--- src/rtl/core/uarttx_pkg.sv ---
// Shared constants and codes for the UART transmit frame serializer.
// No dependencies; imported by uart_tx_frame_serializer.
package uarttx_pkg;

  // Byte buffer geometry
  localparam int BUF_DEPTH = 8;
  localparam int IDX_W     = (BUF_DEPTH > 1) ? $clog2(BUF_DEPTH) : 1;
  localparam int CNT_W     = $clog2(BUF_DEPTH + 1);

  // Frame shifter
  localparam int               FRAME_W    = 16;
  localparam logic [FRAME_W-1:0] FRAME_FILL = 16'hFFFF;
  localparam int               BITS_W     = 5;

  // Input item kinds carried on in_tuser
  localparam logic FUNC_LOAD = 1'b0;
  localparam logic FUNC_TICK = 1'b1;

  // Configuration port
  localparam int CFG_IDX_W  = 3;
  localparam int CFG_DATA_W = 4;

  localparam logic [CFG_IDX_W-1:0] CFG_PARITY_ENABLE = 3'd0;
  localparam logic [CFG_IDX_W-1:0] CFG_PARITY_ODD    = 3'd1;
  localparam logic [CFG_IDX_W-1:0] CFG_DATA_BITS     = 3'd2;
  localparam logic [CFG_IDX_W-1:0] CFG_START_COUNT   = 3'd3;
  localparam logic [CFG_IDX_W-1:0] CFG_STOP_COUNT    = 3'd4;

  // Result payload width (four flags, padded to a byte)
  localparam int OUT_DATA_W = 8;

  typedef struct packed {
    logic rejected;
    logic busy_res;
    logic line_level;
    logic line_driven;
  } result_t;

endpackage

--- src/rtl/core/uart_tx_frame_serializer.sv ---
// UART transmit frame serializer: byte buffer, frame builder and bit shifter.
// Depends on uarttx_pkg for buffer geometry, codes and the result type.
//
// Usage:
//   Input channel (in_*): each transaction is either a byte load (in_tuser =
//   load) or one bit-time tick (in_tuser = tick). A load queues in_tdata into
//   the byte buffer; in_tlast on a load closes the chunk and starts sending.
//   Loads while sending, or into a full buffer, are rejected.
//   While sending, each tick drives one frame bit LSB first, or builds the
//   next frame from the buffer (line not driven that tick), or, with the
//   chunk done, drives the line idle high and drops busy.
//   Result channel (out_*): exactly one result transaction per input
//   transaction, in order, carrying line_driven, line_level, busy and
//   rejected flags.
//   Config channel (cfg_*): always ready; write only while the block is idle.
// Timing:
//   One input transaction per clock while the skid stage is empty. Results are
//   registered into out_*, or parked in the skid stage. The byte buffer is a
//   synchronous RAM whose next-byte read is issued from the next-state
//   pointers, so a frame build always finds its byte already registered.
// Reset: clears counters, busy and config (8 data bits, 1 start, 1 stop, no
//   parity). Buffer contents stay undefined; only written entries are read.
// Stall: an output register plus a one-entry skid stage hold results; input
//   ready drops only once the skid stage is occupied.
module uart_tx_frame_serializer (
  input  logic                               clk,
  input  logic                               rst_n,
  // input channel
  input  logic                               in_tvalid,
  output logic                               in_tready,
  input  logic [7:0]                         in_tdata,   // [7:0] data_byte
  input  logic                               in_tuser,   // [0] func
  input  logic                               in_tlast,   // start_req
  // result channel
  output logic                               out_tvalid,
  input  logic                               out_tready,
  // [0] line_driven, [1] line_level, [2] busy_res, [3] rejected, [7:4] zero
  output logic [uarttx_pkg::OUT_DATA_W-1:0]  out_tdata,
  // configuration channel
  input  logic                               cfg_valid,
  output logic                               cfg_ready,
  input  logic [uarttx_pkg::CFG_IDX_W-1:0]   cfg_index,
  input  logic [uarttx_pkg::CFG_DATA_W-1:0]  cfg_data
);
  import uarttx_pkg::*;

  // Configuration registers
  logic       parity_enable_r;
  logic       parity_odd_r;
  logic [3:0] data_bits_r;
  logic [1:0] start_count_r;
  logic [1:0] stop_count_r;

  // Control state
  logic [CNT_W-1:0]   loaded_r, loaded_nxt;
  logic [CNT_W-1:0]   bytes_left_r, bytes_left_nxt;
  logic [FRAME_W-1:0] frame_r, frame_nxt;
  logic [BITS_W-1:0]  bits_left_r, bits_left_nxt;
  logic               sending_r, sending_nxt;

  // Byte buffer RAM
  logic [7:0]       byte_mem [BUF_DEPTH];
  logic [7:0]       rd_data_r;
  logic [CNT_W-1:0] rd_ptr_nxt;
  logic [IDX_W-1:0] rd_addr;
  logic [IDX_W-1:0] wr_addr;
  logic             wr_en;

  // Output register and skid stage
  logic    out_valid_r, out_valid_nxt;
  result_t out_res_r, out_res_nxt;
  logic    skid_valid_r, skid_valid_nxt;
  result_t skid_res_r, skid_res_nxt;

  logic    in_accept;
  result_t res;

  // Frame build datapath
  logic [3:0]         nd;
  logic [1:0]         ns;
  logic [1:0]         np;
  logic [7:0]         byte_masked;
  logic               par_bit;
  logic [FRAME_W-1:0] frame_par;
  logic [FRAME_W-1:0] frame_data;
  logic [FRAME_W-1:0] frame_built;
  logic [BITS_W-1:0]  frame_len;

  assign cfg_ready = 1'b1;
  assign in_tready = !skid_valid_r;
  assign in_accept = in_tvalid && in_tready;

  // Saturate config fields into their legal ranges
  always_comb begin
    if (data_bits_r < 4'd5) begin
      nd = 4'd5;
    end else if (data_bits_r > 4'd8) begin
      nd = 4'd8;
    end else begin
      nd = data_bits_r;
    end
    ns = (start_count_r == 2'd0) ? 2'd1 : ((start_count_r == 2'd3) ? 2'd2 : start_count_r);
    np = (stop_count_r == 2'd0) ? 2'd1 : ((stop_count_r == 2'd3) ? 2'd2 : stop_count_r);
  end

  // Build start zeros, data LSB first, optional parity, then stop ones
  always_comb begin
    byte_masked = rd_data_r & 8'(8'hFF >> (4'd8 - nd));
    par_bit     = (^byte_masked) ^ parity_odd_r;
    frame_par   = parity_enable_r ? {FRAME_FILL[FRAME_W-2:0], par_bit} : FRAME_FILL;
    frame_data  = (frame_par << nd) | {{(FRAME_W-8){1'b0}}, byte_masked};
    frame_built = frame_data << ns;
    frame_len   = BITS_W'(ns) + BITS_W'(nd) + BITS_W'(parity_enable_r) + BITS_W'(np);
  end

  // Item processing
  always_comb begin
    loaded_nxt     = loaded_r;
    bytes_left_nxt = bytes_left_r;
    frame_nxt      = frame_r;
    bits_left_nxt  = bits_left_r;
    sending_nxt    = sending_r;
    wr_en          = 1'b0;
    wr_addr        = loaded_r[IDX_W-1:0];
    res            = '{rejected: 1'b0, busy_res: 1'b0, line_level: 1'b1, line_driven: 1'b0};

    if (in_accept) begin
      if (in_tuser == FUNC_LOAD) begin
        if (sending_r) begin
          res.rejected = 1'b1;
        end else begin
          if (loaded_r < CNT_W'(BUF_DEPTH)) begin
            wr_en      = 1'b1;
            loaded_nxt = loaded_r + 1'b1;
          end else begin
            res.rejected = 1'b1;
          end
          if (in_tlast) begin
            sending_nxt    = 1'b1;
            bytes_left_nxt = loaded_nxt;
            bits_left_nxt  = '0;
          end
        end
      end else if (sending_r) begin
        if (bits_left_r != '0) begin
          // shift out the next frame bit
          res.line_driven = 1'b1;
          res.line_level  = frame_r[0];
          frame_nxt       = {1'b0, frame_r[FRAME_W-1:1]};
          bits_left_nxt   = bits_left_r - 1'b1;
        end else if (bytes_left_r == '0) begin
          // chunk done: drive idle and empty the buffer
          res.line_driven = 1'b1;
          res.line_level  = 1'b1;
          sending_nxt     = 1'b0;
          loaded_nxt      = '0;
        end else begin
          bytes_left_nxt = bytes_left_r - 1'b1;
          frame_nxt      = frame_built;
          bits_left_nxt  = frame_len;
        end
      end
    end
    res.busy_res = sending_nxt;

    // Prefetch the byte the next frame build will need
    rd_ptr_nxt = loaded_nxt - bytes_left_nxt;
    rd_addr    = rd_ptr_nxt[IDX_W-1:0];
  end

  // Byte buffer: one write port, one registered read with write bypass
  always_ff @(posedge clk) begin
    if (wr_en) begin
      byte_mem[wr_addr] <= in_tdata;
    end
    if (wr_en && (wr_addr == rd_addr)) begin
      rd_data_r <= in_tdata;
    end else begin
      rd_data_r <= byte_mem[rd_addr];
    end
  end

  // Output register and skid stage
  always_comb begin
    out_valid_nxt  = out_valid_r;
    out_res_nxt    = out_res_r;
    skid_valid_nxt = skid_valid_r;
    skid_res_nxt   = skid_res_r;
    if (!out_valid_r || out_tready) begin
      if (skid_valid_r) begin
        out_valid_nxt  = 1'b1;
        out_res_nxt    = skid_res_r;
        skid_valid_nxt = 1'b0;
      end else begin
        out_valid_nxt = in_accept;
        out_res_nxt   = res;
      end
    end else if (in_accept) begin
      // receiver stalled: park the result
      skid_valid_nxt = 1'b1;
      skid_res_nxt   = res;
    end
  end

  assign out_tvalid = out_valid_r;
  assign out_tdata  = {{(OUT_DATA_W-4){1'b0}}, out_res_r};

  always_ff @(posedge clk) begin
    if (!rst_n) begin
      parity_enable_r <= 1'b0;
      parity_odd_r    <= 1'b0;
      data_bits_r     <= 4'd8;
      start_count_r   <= 2'd1;
      stop_count_r    <= 2'd1;
      loaded_r        <= '0;
      bytes_left_r    <= '0;
      frame_r         <= FRAME_FILL;
      bits_left_r     <= '0;
      sending_r       <= 1'b0;
      out_valid_r     <= 1'b0;
      skid_valid_r    <= 1'b0;
    end else begin
      if (cfg_valid && cfg_ready) begin
        case (cfg_index)
          CFG_PARITY_ENABLE: parity_enable_r <= cfg_data[0];
          CFG_PARITY_ODD:    parity_odd_r    <= cfg_data[0];
          CFG_DATA_BITS:     data_bits_r     <= cfg_data[3:0];
          CFG_START_COUNT:   start_count_r   <= cfg_data[1:0];
          CFG_STOP_COUNT:    stop_count_r    <= cfg_data[1:0];
          default: begin
          end
        endcase
      end
      loaded_r     <= loaded_nxt;
      bytes_left_r <= bytes_left_nxt;
      frame_r      <= frame_nxt;
      bits_left_r  <= bits_left_nxt;
      sending_r    <= sending_nxt;
      out_valid_r  <= out_valid_nxt;
      skid_valid_r <= skid_valid_nxt;
    end
  end

  // Result payload holds without reset
  always_ff @(posedge clk) begin
    out_res_r  <= out_res_nxt;
    skid_res_r <= skid_res_nxt;
  end

endmodule
--- config.mk ---
export PLATFORM = sky130hd
export DESIGN_NAME = uart_tx_frame_serializer
export DESIGN_NICKNAME = d
export VERILOG_FILES = /design/src/rtl/core/uarttx_pkg.sv /design/src/rtl/core/uart_tx_frame_serializer.sv
export SDC_FILE = /design/constraint.sdc
export NUM_CORES = 1
export LEC_CHECK = 0
export ABC_AREA = 1
export BUFFER_PORTS_ARGS = -buffer_cell sky130_fd_sc_hd__buf_4
export CAP_MARGIN = 5
export CORE_MARGIN = 5
export CORE_UTILIZATION = 40
export DETAILED_ROUTE_END_ITERATION = 6
export SYNTH_ARGS = -nofsm -noshare
export SYNTH_HDL_FRONTEND = slang
export SYNTH_SLANG_ARGS = --single-unit
export TNS_END_PERCENT = 10
--- constraint.sdc ---
create_clock -name clk -period 2.5 [get_ports clk]
set_input_delay 0.5 -clock clk [delete_from_list [all_inputs] [get_ports clk]]
set_output_delay 0.5 -clock clk [all_outputs]
set_load 0.02 [all_outputs]
==> results.sh, run 1 <==
export IMPL_end_kind="flop"
export IMPL_start_util=0.406
export IMPL_p_int_mw=4.31
export IMPL_layout_cells_most_common="nand2_1"
export IMPL_post_route_cell_area_mm2=0.00739
export IMPL_min_from="cfg_data[3]"
export IMPL_cts_max_level=4
export IMPL_yosysTopAreaCellShare=0.368
export IMPL_synth_avg_cell_area_um2=8.30
export IMPL_worstRegToRegCells=23
export IMPL_crit_type="reg2reg"
export IMPL_crit_top_cell="nand2_1"
export IMPL_synthSimpleGateAreaFrac=0.244
export IMPL_drt_iter0_drc=339
export IMPL_r2r_start="data_bits_r[1]"
export IMPL_final_nets=834
export IMPL_netlist_area_mm2=0.00588
export IMPL_synth_cells=709
export IMPL_ys_ff_latch=115
export IMPL_gr_total_overflow=0
export IMPL_post_route_period_util=1.03
export IMPL_synth_compound_area_share=0.106
export IMPL_cpPeakStageDelay_ns=0.33
export IMPL_hold_violations=0
export IMPL_cts_hold_fix_buffers=0
export IMPL_arrival_ns=2.88
export IMPL_swShare=0.330
export IMPL_hp_class="in2reg"
export IMPL_cts_buffers=17
export IMPL_grt_pass1_vias=5037
export IMPL_setup_violations=2
export IMPL_synth_area_mux_share=0
export IMPL_path_buf_inv=5
export IMPL_grt_use_total=0.173
export IMPL_switching_power_mw=2.13
export IMPL_hold_depth=3
export IMPL_die_area_mm2=0.0172
export IMPL_yosys_warnings=0
export IMPL_worst_slew_pin_slew_ns=0.503
export IMPL_cts_tree="built"
export IMPL_cts_root_buf="clkbuf_16"
export IMPL_final_cells=993
export IMPL_clk_insertion_delay_late_ns=0.42
export IMPL_synth_xor_area_share=0.00893
export IMPL_p_leak_nw=3.24
export IMPL_r2r_setup_slack_ns=-0.07
export IMPL_vdd_drop_max_uv=452
export IMPL_crit_family="simple AND/OR/NAND/NOR gates"
export IMPL_grt_first_pass_wirelength_um=24000
export IMPL_cp_max_fo=6
export IMPL_placed_area_mm2=0.00660
export IMPL_final_cell_mix="177 x nand2_1, 92 x buf_4, 83 x inv_1, 72 x edfxtp_1, 62 x nand3_1"
export IMPL_port_buffers=27
export IMPL_finalPower_mw=6.44
export IMPL_dp_cells=954
export IMPL_cts_sinks=115
export IMPL_finClkSkew_ns=0.00649
export IMPL_fin_ws_ns=-0.0745
export IMPL_min_period_ns=2.57
export IMPL_pwr_share_clk=0.361
export IMPL_run_status="finished, violations left"
export IMPL_p_per_area_mw_per_mm2=872
export IMPL_fillers=1291
export IMPL_synth_top_family_by_area="simple AND/OR/NAND/NOR gates"
export IMPL_die_w_um=131
export IMPL_violations="setup timing"
export IMPL_grt_start_max_net_pins=29
export IMPL_setup_worst_path_start_class="flop"
export IMPL_critPathSlowestCell="dfxtp_2"
export IMPL_hold_path_end="data_bits_r[3]"
export IMPL_dr_pass1_iters=5
export IMPL_synth_top_area_cell="edfxtp_1"
export IMPL_ys_seq_area_frac=0.514
export IMPL_pwr_share_seq=0.331
export IMPL_slew_violations=0
export IMPL_core_area_mm2=0.0145
export IMPL_syn_to_final_growth_pct=25.6
export IMPL_grt_setup_unrepaired="yes"
export IMPL_place_gp_congestion=0.962
export IMPL_wirelength_um=14600
export IMPL_vias=5099
export IMPL_synthAdderAreaFrac=0.0391
export IMPL_fmaxAchievable_mhz=388
export IMPL_p_comb_frac=0.308
export IMPL_crit_chain="nand2_2 -> inv_2 -> buf_4 -> nand2_4 -> ha_4 -> or2_1 -> nand2_2 -> inv_6 -> nor2_4 -> nand2_1 -> nor2_2 -> buf_4 -> nand3_1 -> nand2_1 -> inv_1 -> nand3_1 -> nand3_2 -> nand2_1 -> nand2_1 -> a21oi_1 -> nand2_1 -> nand2_1 -> nand2_1"
export IMPL_hpwlAfterDp_um=10000
export IMPL_antenna_found_initial=0
export IMPL_regToRegEndpoint="frame_r[8]"
export IMPL_antenna_left=0
export IMPL_antenna_cells=0
export IMPL_vias_per_cell=5.13
export IMPL_synthTopCellsByArea="edfxtp_1 37%, dfxtp_1 15%, nand2_1 12%, nand3_1 5.7%, inv_1 5.5%"
export IMPL_slew_headroom=0.662
export IMPL_rows=44
export IMPL_post_synth_num_cell_types=40
export IMPL_maxCapViolCount=0
export IMPL_layout_drive_gt1_share=0.211
export IMPL_wl_per_cell_um=14.7
export IMPL_cp_data_required_time_ns=2.81
export IMPL_clk_pin_slew_ns=0.05
export IMPL_drc=0
export IMPL_dieHeight_um=131
export IMPL_io_pins=33
export IMPL_cts_buffer_depth=2
[metal layers]
| layer | vias up | share of wire | track usage |
|---|---|---|---|
| met5 | - | 0 | 0 |
| met4 | 0 | 0.020 | 0.0766 |
| li1 | 2517 | - | - |
| met2 | 143 | 0.49 | 0.282 |
| met3 | 22 | 0.045 | 0.0470 |
| met1 | 2417 | 0.44 | 0.215 |
[worst register-to-register path, stage by stage, from the launching register on]
cell and delay [ns]:
dfxtp_2 0.33, nand2_2 0.06, inv_2 0.07, buf_4 0.12, nand2_4 0.06, ha_4 0.16
or2_1 0.23, nand2_2 0.11, inv_6 0.07, nor2_4 0.10, nand2_1 0.07, nor2_2 0.14
buf_4 0.12, nand3_1 0.07, nand2_1 0.08, inv_1 0.05, nand3_1 0.09, nand3_2 0.08
nand2_1 0.07, nand2_1 0.08, a21oi_1 0.15, nand2_1 0.07, nand2_1 0.05, nand2_1 0.05
[per-stage QoR]
stage	utilization	TNS, ns	setup slack (ns)	hold slack, ns
after floorplan	-	0	0.0788	0.424
after global placement	0.456	-0.0324	-0.0223	0.439
after detailed placement	0.456	-0.319	-0.0872	0.450
after CTS	0.506	-0.0290	-0.0209	0.294
after global routing	0.510	-1.58	-0.308	0.292
final	0.510	-0.106	-0.0745	0.302
[power by group through the flow]
stage	Clock, mW	Combinational (mW)	Sequential [mW]
after detailed placement	0	1.79	2.17
after floorplan	0	1.23	2.17
after CTS	2.35	1.95	2.13
after global routing	2.46	2.23	2.14
after global placement	0	1.77	2.16
final	2.32	1.99	2.13
[worst max path at each step]
| stage | startpoint | endpoint | cells after the start |
|---|---|---|---|
| 2_1_floorplan | bits_left_r[0] | flop | 15 |
| 3_3_place_gp | data_bits_r[2] | frame_r[8] | 23 |
| 3_5_place_dp | data_bits_r[2] | frame_r[8] | 24 |
| 4_1_cts | data_bits_r[1] | frame_r[8] | 24 |
| 5_1_grt | data_bits_r[1] | frame_r[9] | 26 |
| 6_report | data_bits_r[1] | frame_r[8] | 23 |
[registers in the layout, indices dropped and copies added, names as in the netlist, named ones only]
name	flops
bits_left_r	5
byte_mem	64
bytes_left_r	4
data_bits_r	4
frame_r	16
loaded_r	4
out_tdata	4
out_tvalid	1
parity_enable_r	1
parity_odd_r	1
sending_r	1
skid_res_r	4
skid_valid_r	1
start_count_r	1
stop_count_r	1
[synth_stat cells, drive strengths merged]
| library cell | count |
|---|---|
| o21a | 1 |
| a21oi | 34 |
| o221ai | 1 |
| conb | 2 |
| buf | 18 |
| ha | 12 |
| nand3 | 68 |
| xor2 | 5 |
| xnor2 | 1 |
| nand3b | 1 |
| edfxtp | 72 |
| o211ai | 13 |
| o22ai | 3 |
| o31ai | 1 |
| a221oi | 1 |
| nor3 | 17 |
| a22oi | 1 |
| nor4 | 3 |
| nand2 | 193 |
| clkinv | 2 |
| a21o | 1 |
| nor2 | 57 |
| fa | 4 |
| or2 | 2 |
| dfxtp | 43 |
| o21ai | 48 |
| inv | 89 |
| a31oi | 4 |
| a211oi | 3 |
| clkbuf | 9 |
[final cells by class]
type	count	area [um2]	share of cell area
inverter	91	349	0.0472
tap	184	230	0.0312
timing repair buffer	92	691	0.0935
sequential	115	3030	0.409
multi-input combinational	479	2530	0.342
clock inverter	11	113	0.0152
clock buffer	21	450	0.0610
[timing repair]
item | CTS | global route
setup endpoints to repair | 9 | 11
resized for setup | 38 | 13
setup buffers | 5 | 2
pin swaps | 22 | 6
[cell families (layout without fill, tap and decap cells)]
kind of cell    after synthesis  after routing
flops                       115            115
buf+inv                     118            215
other cells                   2              5
simple gates                341            341
fa+ha+maj                    16             16
compound gates              111            111
xor+xnor                      6              6
No activity file was read; power rests on OpenSTA's default activity.
==> run 2: changes to the inputs <==
--- a/config.mk
+++ b/config.mk
@@ -12,4 +12,5 @@
 export CORE_UTILIZATION = 40
 export DETAILED_ROUTE_END_ITERATION = 6
+export GPL_TIMING_DRIVEN = 0
 export SYNTH_ARGS = -nofsm -noshare
 export SYNTH_HDL_FRONTEND = slang
==> constraint.sdc (replaced) <==
create_clock -name clk -period 2.2 [get_ports clk]
set_input_delay 0.44 -clock clk [delete_from_list [all_inputs] [get_ports clk]]
set_output_delay 0.44 -clock clk [all_outputs]
set_load 0.05 [all_outputs]
==> run 2 against run 1 <==
Effect of this change: core utilization increased by 1.2 points; maximum frequency fell by 1.9%; sequential power rose by 14%; worst hold slack got worse by 0.038 ns; largest cell class unchanged; the flow still finishes with violations (setup timing); global-route usage fell by 0.36 points; register-to-register slack worse by 0.35 ns; setup slack worse by 0.35 ns; clock skew grew 0.0016 ns; final area rose by 2.4%; wire length is 0.96% higher.
==> results.sh, run 2 (synthesis results as in run 1) <==
export IMPL_run_status="finished, violations left"
export IMPL_violations="setup timing"
export IMPL_p_int_mw=4.95
export IMPL_finClkSkew_ns=0.00810
export IMPL_maxCapViolCount=0
export IMPL_vdd_drop_max_uv=445
export IMPL_cts_buffers=17
export IMPL_core_area_mm2=0.0145
export IMPL_cts_buffer_depth=2
export IMPL_gr_total_overflow=0
export IMPL_place_gp_congestion=0.889
export IMPL_finalPower_mw=7.38
export IMPL_final_cells=987
export IMPL_arrival_ns=2.92
export IMPL_grt_pass1_vias=4915
export IMPL_hpwlAfterDp_um=10200
export IMPL_largest_reg_flops=64
export IMPL_fillers=1297
export IMPL_clk_insertion_delay_late_ns=0.41
export IMPL_vias_per_cell=5.11
export IMPL_layout_cells_most_common="nand2_1"
export IMPL_slew_headroom=0.516
export IMPL_dieHeight_um=131
export IMPL_cts_tree="built"
export IMPL_antenna_found_initial=0
export IMPL_crit_type="reg2reg"
export IMPL_cts_sinks=115
export IMPL_fin_ws_ns=-0.423
export IMPL_dr_pass1_iters=7
export IMPL_rows=44
export IMPL_cts_root_buf="clkbuf_16"
export IMPL_grt_start_max_net_pins=17
export IMPL_p_leak_nw=3.26
export IMPL_antenna_cells=0
export IMPL_switching_power_mw=2.43
export IMPL_setup_violations=17
export IMPL_grt_setup_unrepaired="yes"
export IMPL_swShare=0.329
export IMPL_setup_worst_path_start_class="flop"
export IMPL_drc=0
export IMPL_wl_per_cell_um=15.0
export IMPL_pre_cts_ws_ns=-0.807
export IMPL_p_comb_frac=0.302
export IMPL_pwr_share_seq=0.330
export IMPL_start_util=0.406
export IMPL_die_w_um=131
export IMPL_end_kind="flop"
export IMPL_die_area_mm2=0.0172
export IMPL_p_per_area_mw_per_mm2=975
export IMPL_setup_tns_ns=-3.25
export IMPL_grt_first_pass_wirelength_um=24000
export IMPL_reg_largest_list="byte_mem x64, frame_r x16, bits_left_r x5"
export IMPL_regMostFlops="byte_mem"
export IMPL_final_nets=828
export IMPL_worst_slew_pin_slew_ns=0.719
export IMPL_io_pins=33
export IMPL_layout_drive_gt1_share=0.230
export IMPL_antenna_left=0
export IMPL_fmaxAchievable_mhz=381
export IMPL_cp_data_required_time_ns=2.49
export IMPL_post_route_period_util=1.19
export IMPL_syn_to_final_growth_pct=28.6
export IMPL_cp_max_fo=4
export IMPL_hp_class="in2reg"
export IMPL_min_period_ns=2.62
export IMPL_pwr_share_clk=0.368
export IMPL_slew_violations=0
export IMPL_wirelength_um=14800
export IMPL_drt_iter0_drc=314
export IMPL_hold_ws_ns=0.264
export IMPL_port_buffers=27
export IMPL_grt_use_total=0.169
export IMPL_dp_cells=925
export IMPL_cts_max_level=4
export IMPL_final_cell_mix="177 x nand2_1, 75 x inv_1, 72 x edfxtp_1, 61 x nand3_1, 61 x buf_4"
export IMPL_hold_violations=0
export IMPL_vias=5046
export IMPL_clk_pin_slew_ns=0.06
## run 2: power groups by stage
stage                     clock [mW]  combinational (mW)  sequential [mW]
after global routing            2.85                2.51             2.44
after CTS                       2.74                2.08             2.43
final                           2.72                2.23             2.43
after floorplan                    0                1.41             2.48
after global placement             0                1.91             2.47
after detailed placement           0                1.93             2.47
## run 2: final timing paths
check	slack (ns)	from	end	depth (start not counted)
max	-0.42	bits_left_r[0]	flop	16
min reg2reg	0.45	frame_r[12]	frame_r[12]	2
max reg2reg	-0.42	bits_left_r[0]	flop	16
min	0.26	in_tdata[6]	byte_mem[5][6]	1
## run 2: what timing repair did
item                                    CTS  global route
gates resized for setup                  38            44
hold buffers                              0             0
setup buffers                            19            11
endpoints found under the setup margin   84            87
pin swaps                                20            21
## run 2: through the flow
| step | area (um2) | util |
|---|---|---|
| after floorplan | 5930 | - |
| after global placement | 6360 | 0.440 |
| after detailed placement | 6410 | 0.443 |
| after CTS | 7350 | 0.508 |
| after global routing | 7570 | 0.523 |
| final | 7570 | 0.523 |
## run 2: area by class of cell
| cell class | count | area (um2) | share of cell area |
|---|---|---|---|
| Sequential cell | 115 | 3030 | 0.400 |
| Multi-Input combinational cell | 479 | 2690 | 0.355 |
| Clock inverter | 9 | 103 | 0.0136 |
| Buffer | 27 | 178 | 0.0235 |
| Inverter | 91 | 354 | 0.0468 |
| Clock buffer | 23 | 488 | 0.0645 |
| Tap cell | 184 | 230 | 0.0304 |
| Timing Repair Buffer | 59 | 497 | 0.0657 |
## run 2: critical path, stage by stage (launching register included)
cell     delay (ns)
dfxtp_2        0.34
inv_2          0.06
ha_4           0.14
inv_4          0.04
nor3_4         0.18
nand2_2        0.11
buf_4          0.16
nor2_4         0.12
nand2_2        0.09
a21oi_2        0.12
o21ai_1        0.08
nand3_1        0.09
nand2_1        0.10
ha_4           0.18
fa_2           0.39
xnor2_2        0.15
xor2_1         0.15
## run 2: layer usage
layer	global-route usage	vias to the layer above	part of all wire
met4	0.0543	0	0.024
met2	0.286	138	0.49
met3	0.0447	32	0.054
met1	0.211	2365	0.43
li1	-	2511	-
met5	0	-	0
